==> src/rtl/egt_pkg.sv <==
// ---------------------------------------------------------------------------
// egt_pkg - elevation grant table shared definitions
// Entry layout, operation and status codes, port payload layouts.
// ---------------------------------------------------------------------------
package egt_pkg;

    localparam int ENTRIES = 16;
    localparam int IDX_W   = (ENTRIES > 1) ? $clog2(ENTRIES) : 1;
    localparam int CNT_W   = $clog2(ENTRIES + 1);

    localparam int PID_W   = 16;
    localparam int UID_W   = 16;
    localparam int RSN_W   = 3;
    localparam int NOW_W   = 48;
    localparam int EXP_W   = 49;
    localparam int TMO_W   = 32;
    localparam int TALLY_W = 5;   // pending_total / expired_count field width

    localparam int IN_DATA_W  = 96;
    localparam int OUT_DATA_W = 56;
    localparam int IN_PAD_W   = 7;
    localparam int OUT_PAD_W  = 3;

    // configuration register indexes
    localparam logic [0:0] CFG_ENABLE  = 1'b0;
    localparam logic [0:0] CFG_TIMEOUT = 1'b1;

    localparam logic [TMO_W-1:0] TIMEOUT_RESET = 32'd300000;

    typedef enum logic [2:0] {
        KIND_REQUEST     = 3'd0,
        KIND_GRANT       = 3'd1,
        KIND_DENY        = 3'd2,
        KIND_DROP        = 3'd3,
        KIND_TICK        = 3'd4,
        KIND_QUERY       = 3'd5,
        KIND_PEND_COUNT  = 3'd6,
        KIND_PEND_INDEX  = 3'd7
    } kind_t;

    typedef enum logic [2:0] {
        SLOT_NONE     = 3'd0,
        SLOT_PENDING  = 3'd1,
        SLOT_ELEVATED = 3'd2,
        SLOT_DENIED   = 3'd3,
        SLOT_EXPIRED  = 3'd4
    } slot_status_t;

    typedef enum logic [1:0] {
        REQ_FAILED  = 2'd0,
        REQ_ALLOWED = 2'd1,
        REQ_PENDING = 2'd2
    } req_status_t;

    typedef struct packed {
        logic [PID_W-1:0] pid;
        logic [UID_W-1:0] uid;
        logic [RSN_W-1:0] reason;
        slot_status_t     status;
        logic [EXP_W-1:0] expiry;
    } slot_t;

    typedef struct packed {
        logic             we;
        logic [IDX_W-1:0] addr;
        slot_t            data;
    } mem_wr_t;

    // request fields, last member sits in the lowest bits
    typedef struct packed {
        logic [IN_PAD_W-1:0] pad;
        logic [3:0]          pending_index;
        logic [NOW_W-1:0]    now_ms;
        logic                uid_is_admin;
        logic [UID_W-1:0]    proc_uid;
        logic                proc_found;
        logic [RSN_W-1:0]    reason;
        logic [PID_W-1:0]    pid;
    } in_item_t;

    typedef struct packed {
        logic [TALLY_W-1:0] expired_count;
        logic [RSN_W-1:0]   entry_reason;
        logic [UID_W-1:0]   entry_uid;
        logic [PID_W-1:0]   entry_pid;
        logic               entry_found;
        logic [TALLY_W-1:0] pending_total;
        logic               is_elevated;
        logic [RSN_W-1:0]   notify_reason;
        logic               notify;
        req_status_t        request_status;
    } result_t;

endpackage

==> src/rtl/egt_store.sv <==
// ---------------------------------------------------------------------------
// egt_store - entry memory
// One write port, one read port, read data registered.
// ---------------------------------------------------------------------------
module egt_store (
    input  logic                     clk,
    input  egt_pkg::mem_wr_t         wr,
    input  logic                     rd_en,
    input  logic [egt_pkg::IDX_W-1:0] rd_addr,
    output egt_pkg::slot_t           rd_data
);

    egt_pkg::slot_t mem [egt_pkg::ENTRIES];
    egt_pkg::slot_t rd_data_reg;

    always_ff @(posedge clk)
    begin
        if (wr.we)
        begin
            mem[wr.addr] <= wr.data;
        end
    end

    always_ff @(posedge clk)
    begin
        if (rd_en)
        begin
            rd_data_reg <= mem[rd_addr];
        end
    end

    assign rd_data = rd_data_reg;

endmodule

==> src/rtl/elevation_grant_table.sv <==
// ---------------------------------------------------------------------------
// elevation_grant_table - privilege elevation grant table
// Append-only table of elevation entries keyed by process id.
// ---------------------------------------------------------------------------
// One request at a time. Lookups, ticks and pending counts walk the entries
// in table order through a synchronous memory with one read and one write
// port, one entry read a cycle with the read pipelined against evaluation;
// a lookup stops at the first pid match, a pending-by-index search at the
// wanted entry. A walk reads at most the entries appended so far (the fill
// count, at most ENTRIES), and fewer when a lookup or search hits early;
// a request that fails on enable or process checks, or that comes from root,
// skips the walk. Tick write-backs go out during the walk; the
// single update for request, grant, deny and drop is written in the cycle
// after it. The result sits in an output register, so a finished result may
// wait on m_tready while the next request is already taken. The memory needs
// no clearing pass: only entries below the fill count are ever read.
// ---------------------------------------------------------------------------
module elevation_grant_table (
    input  logic        clk,
    input  logic        rst_n,
    // config write port
    input  logic        cfg_we,
    input  logic [0:0]  cfg_addr,
    input  logic [31:0] cfg_wdata,
    // request side
    input  logic        s_tvalid,
    output logic        s_tready,
    // pid, reason, proc_found, proc_uid, uid_is_admin, now_ms, pending_index
    input  logic [95:0] s_tdata,
    // kind
    input  logic [2:0]  s_tuser,
    // result side
    output logic        m_tvalid,
    input  logic        m_tready,
    // request_status, notify, notify_reason, is_elevated, pending_total,
    // entry_found, entry_pid, entry_uid, entry_reason, expired_count
    output logic [55:0] m_tdata
);

    typedef enum logic [3:0] {
        S_IDLE   = 4'b0001,
        S_SCAN   = 4'b0010,
        S_UPDATE = 4'b0100,
        S_DONE   = 4'b1000
    } state_t;

    state_t                        state_reg, state_next;
    logic                          enable_reg;
    logic [egt_pkg::TMO_W-1:0]     timeout_reg;
    logic [egt_pkg::CNT_W-1:0]     fill_reg, fill_next;

    egt_pkg::in_item_t             in_reg, in_next, s_item;
    egt_pkg::kind_t                kind_reg, kind_next, s_kind;

    // walk control
    logic [egt_pkg::CNT_W-1:0]     ptr_reg, ptr_next;
    logic                          inflight_reg, inflight_next;
    logic [egt_pkg::IDX_W-1:0]     eval_idx_reg, eval_idx_next;
    logic                          hit_reg, hit_next;
    logic [egt_pkg::IDX_W-1:0]     hit_idx_reg, hit_idx_next;
    egt_pkg::slot_t                hit_word_reg, hit_word_next;
    logic [egt_pkg::CNT_W-1:0]     cnt_reg, cnt_next;

    egt_pkg::result_t              res_reg, res_next;
    logic                          out_valid_reg, out_valid_next;
    egt_pkg::result_t              out_data_reg, out_data_next;

    egt_pkg::mem_wr_t              mem_wr;
    logic                          rd_en;
    logic [egt_pkg::IDX_W-1:0]     rd_addr;
    egt_pkg::slot_t                rd_word;

    logic                          hit_now;
    logic                          scan_done;
    logic [egt_pkg::EXP_W-1:0]     grant_expiry;

    egt_store u_store (
        .clk     (clk),
        .wr      (mem_wr),
        .rd_en   (rd_en),
        .rd_addr (rd_addr),
        .rd_data (rd_word)
    );

    assign s_item   = egt_pkg::in_item_t'(s_tdata);
    assign s_kind   = egt_pkg::kind_t'(s_tuser);
    assign s_tready = (state_reg == S_IDLE);
    assign m_tvalid = out_valid_reg;
    assign m_tdata  = {{egt_pkg::OUT_PAD_W{1'b0}}, out_data_reg};

    // 48-bit time plus 32-bit timeout never exceeds the 49-bit expiry store,
    // so the sum never overflows
    assign grant_expiry = {1'b0, in_reg.now_ms} + egt_pkg::EXP_W'(timeout_reg);

    // config registers
    always_ff @(posedge clk or negedge rst_n)
    begin
        if (!rst_n)
        begin
            enable_reg  <= 1'b1;
            timeout_reg <= egt_pkg::TIMEOUT_RESET;
        end
        else if (cfg_we)
        begin
            case (cfg_addr)
                egt_pkg::CFG_ENABLE:  enable_reg  <= cfg_wdata[0];
                egt_pkg::CFG_TIMEOUT: timeout_reg <= cfg_wdata;
                default:              ;
            endcase
        end
    end

    always_comb
    begin
        state_next     = state_reg;
        fill_next      = fill_reg;
        in_next        = in_reg;
        kind_next      = kind_reg;
        ptr_next       = ptr_reg;
        inflight_next  = 1'b0;
        eval_idx_next  = eval_idx_reg;
        hit_next       = hit_reg;
        hit_idx_next   = hit_idx_reg;
        hit_word_next  = hit_word_reg;
        cnt_next       = cnt_reg;
        res_next       = res_reg;
        out_valid_next = out_valid_reg & ~m_tready;
        out_data_next  = out_data_reg;
        mem_wr         = '0;
        rd_en          = 1'b0;
        rd_addr        = ptr_reg[egt_pkg::IDX_W-1:0];
        hit_now        = 1'b0;
        scan_done      = 1'b0;

        case (state_reg)
            S_IDLE:
            begin
                if (s_tvalid)
                begin
                    in_next   = s_item;
                    kind_next = s_kind;
                    ptr_next  = '0;
                    hit_next  = 1'b0;
                    cnt_next  = '0;
                    // requests failing enable or process checks, or from root, need no walk
                    if (s_kind == egt_pkg::KIND_REQUEST &&
                        (!enable_reg || !s_item.proc_found || s_item.proc_uid == '0))
                    begin
                        state_next = S_UPDATE;
                    end
                    else
                    begin
                        state_next = S_SCAN;
                    end
                end
            end

            S_SCAN:
            begin
                if (inflight_reg)
                begin
                    case (kind_reg)
                        egt_pkg::KIND_TICK:
                        begin
                            if (rd_word.status == egt_pkg::SLOT_ELEVATED &&
                                {1'b0, in_reg.now_ms} >= rd_word.expiry)
                            begin
                                mem_wr.we          = 1'b1;
                                mem_wr.addr        = eval_idx_reg;
                                mem_wr.data        = rd_word;
                                mem_wr.data.status = egt_pkg::SLOT_EXPIRED;
                                cnt_next           = cnt_reg + egt_pkg::CNT_W'(1);
                            end
                        end
                        egt_pkg::KIND_PEND_COUNT:
                        begin
                            if (rd_word.status == egt_pkg::SLOT_PENDING)
                            begin
                                cnt_next = cnt_reg + egt_pkg::CNT_W'(1);
                            end
                        end
                        egt_pkg::KIND_PEND_INDEX:
                        begin
                            if (rd_word.status == egt_pkg::SLOT_PENDING)
                            begin
                                if (cnt_reg == egt_pkg::CNT_W'(in_reg.pending_index))
                                begin
                                    hit_now = 1'b1;
                                end
                                else
                                begin
                                    cnt_next = cnt_reg + egt_pkg::CNT_W'(1);
                                end
                            end
                        end
                        default:
                        begin
                            // pid lookup, first match wins
                            hit_now = (rd_word.pid == in_reg.pid);
                        end
                    endcase
                    if (hit_now)
                    begin
                        hit_next      = 1'b1;
                        hit_idx_next  = eval_idx_reg;
                        hit_word_next = rd_word;
                    end
                end

                scan_done = hit_now || (ptr_reg >= fill_reg);
                if (scan_done)
                begin
                    state_next = S_UPDATE;
                end
                else
                begin
                    rd_en         = 1'b1;
                    ptr_next      = ptr_reg + egt_pkg::CNT_W'(1);
                    inflight_next = 1'b1;
                    eval_idx_next = ptr_reg[egt_pkg::IDX_W-1:0];
                end
            end

            S_UPDATE:
            begin
                res_next   = '0;
                state_next = S_DONE;
                case (kind_reg)
                    egt_pkg::KIND_REQUEST:
                    begin
                        if (!enable_reg || !in_reg.proc_found)
                        begin
                            res_next.request_status = egt_pkg::REQ_FAILED;
                        end
                        else if (in_reg.proc_uid == '0)
                        begin
                            res_next.request_status = egt_pkg::REQ_ALLOWED;
                        end
                        else if (hit_reg && hit_word_reg.status == egt_pkg::SLOT_ELEVATED)
                        begin
                            res_next.request_status = egt_pkg::REQ_ALLOWED;
                        end
                        else if (!in_reg.uid_is_admin ||
                                 fill_reg >= egt_pkg::CNT_W'(egt_pkg::ENTRIES))
                        begin
                            res_next.request_status = egt_pkg::REQ_FAILED;
                        end
                        else
                        begin
                            mem_wr.we          = 1'b1;
                            mem_wr.addr        = hit_reg ? hit_idx_reg
                                                         : fill_reg[egt_pkg::IDX_W-1:0];
                            mem_wr.data.pid    = in_reg.pid;
                            mem_wr.data.uid    = in_reg.proc_uid;
                            mem_wr.data.reason = in_reg.reason;
                            mem_wr.data.status = egt_pkg::SLOT_PENDING;
                            mem_wr.data.expiry = '0;
                            if (!hit_reg)
                            begin
                                fill_next = fill_reg + egt_pkg::CNT_W'(1);
                            end
                            res_next.request_status = egt_pkg::REQ_PENDING;
                            res_next.notify         = 1'b1;
                            res_next.notify_reason  = in_reg.reason;
                        end
                    end
                    egt_pkg::KIND_GRANT:
                    begin
                        if (hit_reg && hit_word_reg.status == egt_pkg::SLOT_PENDING)
                        begin
                            mem_wr.we          = 1'b1;
                            mem_wr.addr        = hit_idx_reg;
                            mem_wr.data        = hit_word_reg;
                            mem_wr.data.status = egt_pkg::SLOT_ELEVATED;
                            mem_wr.data.expiry = grant_expiry;
                        end
                    end
                    egt_pkg::KIND_DENY:
                    begin
                        if (hit_reg && hit_word_reg.status == egt_pkg::SLOT_PENDING)
                        begin
                            mem_wr.we          = 1'b1;
                            mem_wr.addr        = hit_idx_reg;
                            mem_wr.data        = hit_word_reg;
                            mem_wr.data.status = egt_pkg::SLOT_DENIED;
                        end
                    end
                    egt_pkg::KIND_DROP:
                    begin
                        if (hit_reg)
                        begin
                            mem_wr.we          = 1'b1;
                            mem_wr.addr        = hit_idx_reg;
                            mem_wr.data        = hit_word_reg;
                            mem_wr.data.status = egt_pkg::SLOT_NONE;
                        end
                    end
                    egt_pkg::KIND_TICK:
                    begin
                        res_next.expired_count = egt_pkg::TALLY_W'(cnt_reg);
                    end
                    egt_pkg::KIND_QUERY:
                    begin
                        res_next.is_elevated =
                            hit_reg && hit_word_reg.status == egt_pkg::SLOT_ELEVATED;
                    end
                    egt_pkg::KIND_PEND_COUNT:
                    begin
                        res_next.pending_total = egt_pkg::TALLY_W'(cnt_reg);
                    end
                    default:
                    begin
                        if (hit_reg)
                        begin
                            res_next.entry_found  = 1'b1;
                            res_next.entry_pid    = hit_word_reg.pid;
                            res_next.entry_uid    = hit_word_reg.uid;
                            res_next.entry_reason = hit_word_reg.reason;
                        end
                    end
                endcase
            end

            S_DONE:
            begin
                if (!out_valid_reg || m_tready)
                begin
                    out_valid_next = 1'b1;
                    out_data_next  = res_reg;
                    state_next     = S_IDLE;
                end
            end

            default:
            begin
                state_next = S_IDLE;
            end
        endcase
    end

    always_ff @(posedge clk or negedge rst_n)
    begin
        if (!rst_n)
        begin
            state_reg     <= S_IDLE;
            fill_reg      <= '0;
            inflight_reg  <= 1'b0;
            out_valid_reg <= 1'b0;
        end
        else
        begin
            state_reg     <= state_next;
            fill_reg      <= fill_next;
            inflight_reg  <= inflight_next;
            out_valid_reg <= out_valid_next;
        end
    end

    // payload, no reset needed
    always_ff @(posedge clk)
    begin
        in_reg       <= in_next;
        kind_reg     <= kind_next;
        ptr_reg      <= ptr_next;
        eval_idx_reg <= eval_idx_next;
        hit_reg      <= hit_next;
        hit_idx_reg  <= hit_idx_next;
        hit_word_reg <= hit_word_next;
        cnt_reg      <= cnt_next;
        res_reg      <= res_next;
        out_data_reg <= out_data_next;
    end

`ifndef SYNTHESIS
    // table never grows past its depth
    a_fill_bound: assert property (@(posedge clk) disable iff (!rst_n)
        fill_reg <= egt_pkg::CNT_W'(egt_pkg::ENTRIES))
        else $error("fill count beyond table depth");

    // walk reads stay below the fill count
    a_read_filled: assert property (@(posedge clk) disable iff (!rst_n)
        rd_en |-> (ptr_reg < fill_reg))
        else $error("read of an entry never appended");

    // memory writes only from tick walk or the update step
    a_write_phase: assert property (@(posedge clk) disable iff (!rst_n)
        mem_wr.we |-> ((state_reg == S_SCAN && kind_reg == egt_pkg::KIND_TICK) ||
                       state_reg == S_UPDATE))
        else $error("entry write outside tick walk or update");

    // a new result only follows the done step
    a_result_source: assert property (@(posedge clk) disable iff (!rst_n)
        (out_valid_reg && !$past(out_valid_reg && !m_tready) && $changed(out_data_reg))
            |-> $past(state_reg == S_DONE))
        else $error("result loaded outside done step");
`endif

endmodule
==> config.mk <==
export PLATFORM = sky130hd
export DESIGN_NAME = elevation_grant_table
export DESIGN_NICKNAME = d
export VERILOG_FILES = /design/src/rtl/egt_pkg.sv /design/src/rtl/egt_store.sv /design/src/rtl/elevation_grant_table.sv
export SDC_FILE = /design/constraint.sdc
export NUM_CORES = 2
export LEC_CHECK = 0
export BUFFER_PORTS_ARGS = -buffer_cell sky130_fd_sc_hd__buf_4
export CORE_MARGIN = 2
export CORE_UTILIZATION = 56
export DETAILED_ROUTE_END_ITERATION = 16
export MAX_ROUTING_LAYER = met4
export PLACE_DENSITY = 0.76
export SKIP_LAST_GASP = 1
export SYNTH_ARGS = -nofsm -noshare
export SYNTH_HDL_FRONTEND = slang
export SYNTH_HIERARCHICAL = 1
export SYNTH_SLANG_ARGS = --single-unit
==> constraint.sdc <==
create_clock -name clk -period 12.05 [get_ports clk]
set_clock_uncertainty 0.1 [all_clocks]
set_input_delay 3.615 -clock clk [delete_from_list [all_inputs] [get_ports clk]]
set_output_delay 3.615 -clock clk [all_outputs]
set_load 0.005 [all_outputs]
==> impl_metrics.yaml <==
placed_design:
  dp.cells: 5236
  io_buffers: 184
  dp_hpwl_um: 90400
  gp_congestion: 0.882
  pre_cts_slack_ns: 5.52
final_layout:
  fillers: 7996
  seq_area_sq_mm: 0.0546
  synthToLayoutAreaGrowth_pct: 12.9
  largest_register_ffs: 1392
  layout.nets: 3991
  drive_gt1_frac: 0.244
  antenna-diode-count: 0
  fin_cells: 5567
  multi_input_area_sq_mm: 0.0158
run:
  timing.max_cap.violations: 0
global_routing:
  use_met2: 0.417
  grt_pass1_wl_um: 248000
  use_met1: 0.362
  grt_usage: 0.270
  antenna_found_initial: 5
  grt-busiest-layer: "met2"
  grt_pass1_vias: 37400
  grt_max_degree: 155
  overflow: 0
  grtUsageMet3: 0.0551
pwr:
  swShare: 0.258
  p_leak_nw: 29.8
  pwr_density_cell_mw_per_mm2: 185
  seqPwrFrac: 0.491
  p_clk_frac: 0.372
  ir_drop_v: 0.000207
  p_sw_mw: 3.84
  p_comb_frac: 0.137
  p_int_mw: 11.1
routing:
  wire_per_inst_um: 30.4
  viasPerCell: 6.64
  drt-pass1-iter-count: 5
  post-route-drc-count: 0
  antenna_left: 0
  routed_wl_um: 169000
  dr_total_vias: 36900
  drt_iter0_drc: 4734
synth:
  syn_area_per_cell_sq_um: 20.4
  yosysWarnings: 6
  synth_top_area_frac: 0.749
  synth_top_area_cell: "edfxtp_1"
  postSynth.asyncResetShare: 0.0241
  synth-edff-count: 1781
  syn_area_sq_mm: 0.0714
  synth_area_leaders: "edfxtp_1, mux4_2, a22oi_1"
  synth_commonest_cells: "edfxtp_1, mux4_2, a22oi_1"
  yosysMostFrequentCell: "edfxtp_1"
  netlist_instances: 3504
  synth-seq-cells: 1825
  synthFlopType: "edfxtp_1"
  yosysSeqAreaShare: 0.765
  synth.distinct_cells: 77
floorplan:
  core_area_sq_mm: 0.126
  die_y_um: 361
  die_w_um: 361
  num_rows: 130
  dieArea_sq_mm: 0.130
  ios: 195
  start_util: 0.566
clocking:
  cts_buffer_depth: 3
  cts_tree: "done"
  root_buffer: "clkbuf_16"
  clk_pin_slew_ns: 0.06
  cts_inserted_buffers: 177
  cts_hold_buf: 0
  clkLatencyLatePin_ns: 0.83
  htree_levels: 4
  cts.repair.resized: 0
  clock_sinks: 1825
  post_cts_buffers: 0
timing:
  setup_viol: 0
  worstMarginPinSlew_ns: 1.28
  max_slew_margin: 0.147
  max_freq_ghz: 0.149
  maxSlewViolCount: 0
  fin_ws_ns: 5.33
  whs_ns: 0.316
  timing.final.crit_share: 0.558
  setup_tns_ns: 0
  layout_min_cycle_time_ns: 6.72
  rsz0062_at_grt: "no"
  final_hold_viol_count: 0
setup_path:
  reg2reg_slack_ns: 5.33
  reg2reg_from: "u_store/rd_data[0]"
  end_kind: "flip-flop"
  cpPeakStageDelay_ns: 0.88
  cp_max_fo: 45
  cpLargestDelayFamily: "compound AO/OA/AOI/OAI gates"
  start_kind: "flip-flop"
  cp_slowest_cell: "buf_4"
  path_buf_inv: 2
  crit_required_ns: 12.37
  cp.arrival_ns: 7.04
  crit_start: "u_store/rd_data[0]"
  path_cells: "ha_1 > nand2b_1 > a21oi_1 > o21ai_0 > a31oi_1 > o41ai_1 > a31oi_1 > o22ai_1 > nand2_2 > buf_4 > o21ai_0 > or3b_2 > nor2_4 > buf_4"
  crit_type: "flip-flop to flip-flop"
min_path:
  hold_class: "flip-flop to flip-flop"
  hold_start: "res_reg[15]"
status:
  outcome: "finished clean"
==> layout make-up <==
class                   instances  area share
clock inverters               106      0.0136
clock buffers                 225      0.0586
inverters                      67     0.00318
flip-flops and latches       1825       0.678
repair buffers                254      0.0249
well taps                    1650      0.0256
multi-input cells            1440       0.197
==> routing by layer <==
| metal | up-vias | share of wire |
|---|---|---|
| met5 | - | 0 |
| met4 | 0 | 0.036 |
| met3 | 410 | 0.11 |
| met2 | 2278 | 0.48 |
| met1 | 19100 | 0.38 |
| li1 | 15100 | - |
==> cells by family after synthesis <==
logic type / count (synthesis) / share of synthesized area
adders and majority gates: 89 / 0.0157
other: 1 / 0.0000526
xor gates and xnor gates: 62 / 0.00761
muxes: 387 / 0.116
buffers and inverters: 241 / 0.0156
and+or+nand+nor: 401 / 0.0284
AOI/OAI and AO/OA: 498 / 0.0516
DFF: 1825 / 0.765
==> cell usage in the layout, fill, tap and decap left out, types with 42 or more instances in the layout <==
cell / n
nand2_1: 147
a22oi_1: 233
mux4_2: 348
clkbuf_16: 182
clkbuf_1: 42
buf_4: 246
edfxtp_1: 1781
a21oi_1: 56
inv_1: 63
ha_1: 88
o2bb2ai_1: 42
and2_1: 54
==> power by group through the flow <==
stage	combinational, mW	clock, mW	sequential, mW
after floorplan	1.48	0	7.35
after CTS	2.04	5.61	7.31
final	2.03	5.55	7.32
after global placement	2.01	0	7.43
after detailed placement	2.02	0	7.44
after global routing	2.18	5.85	7.33
==> worst paths after layout <==
check                                      to  depth (start not counted)
min                               m_tdata[15]                          0
max in group asynchronous            m_tvalid                          1
max reg2reg                u_store/mem[3][52]                         14
min reg2reg                       m_tdata[15]                          0
min in group asynchronous     timeout_reg[31]                          1
max                        u_store/mem[3][52]                         14
==> worst reg2reg max path, delay by kind of cell (launching register included) <==
kind / cells / cell delay [ns]
buf+inv: 2 / 1.25
simple gates: 4 / 1.56
fa+ha+maj: 1 / 0.29
compound gates: 7 / 2.67
flops: 1 / 0.41
==> per-stage QoR <==
step,utilization,cell area [sq um],total power [mW]
6_report,0.639,80600,14.9
5_1_grt,0.639,80600,15.4
3_3_place_gp,0.593,74800,9.44
4_1_cts,0.639,80600,15.0
2_1_floorplan,-,71400,8.83
3_5_place_dp,0.593,74800,9.46
No activity file was read; power rests on OpenSTA's default activity.
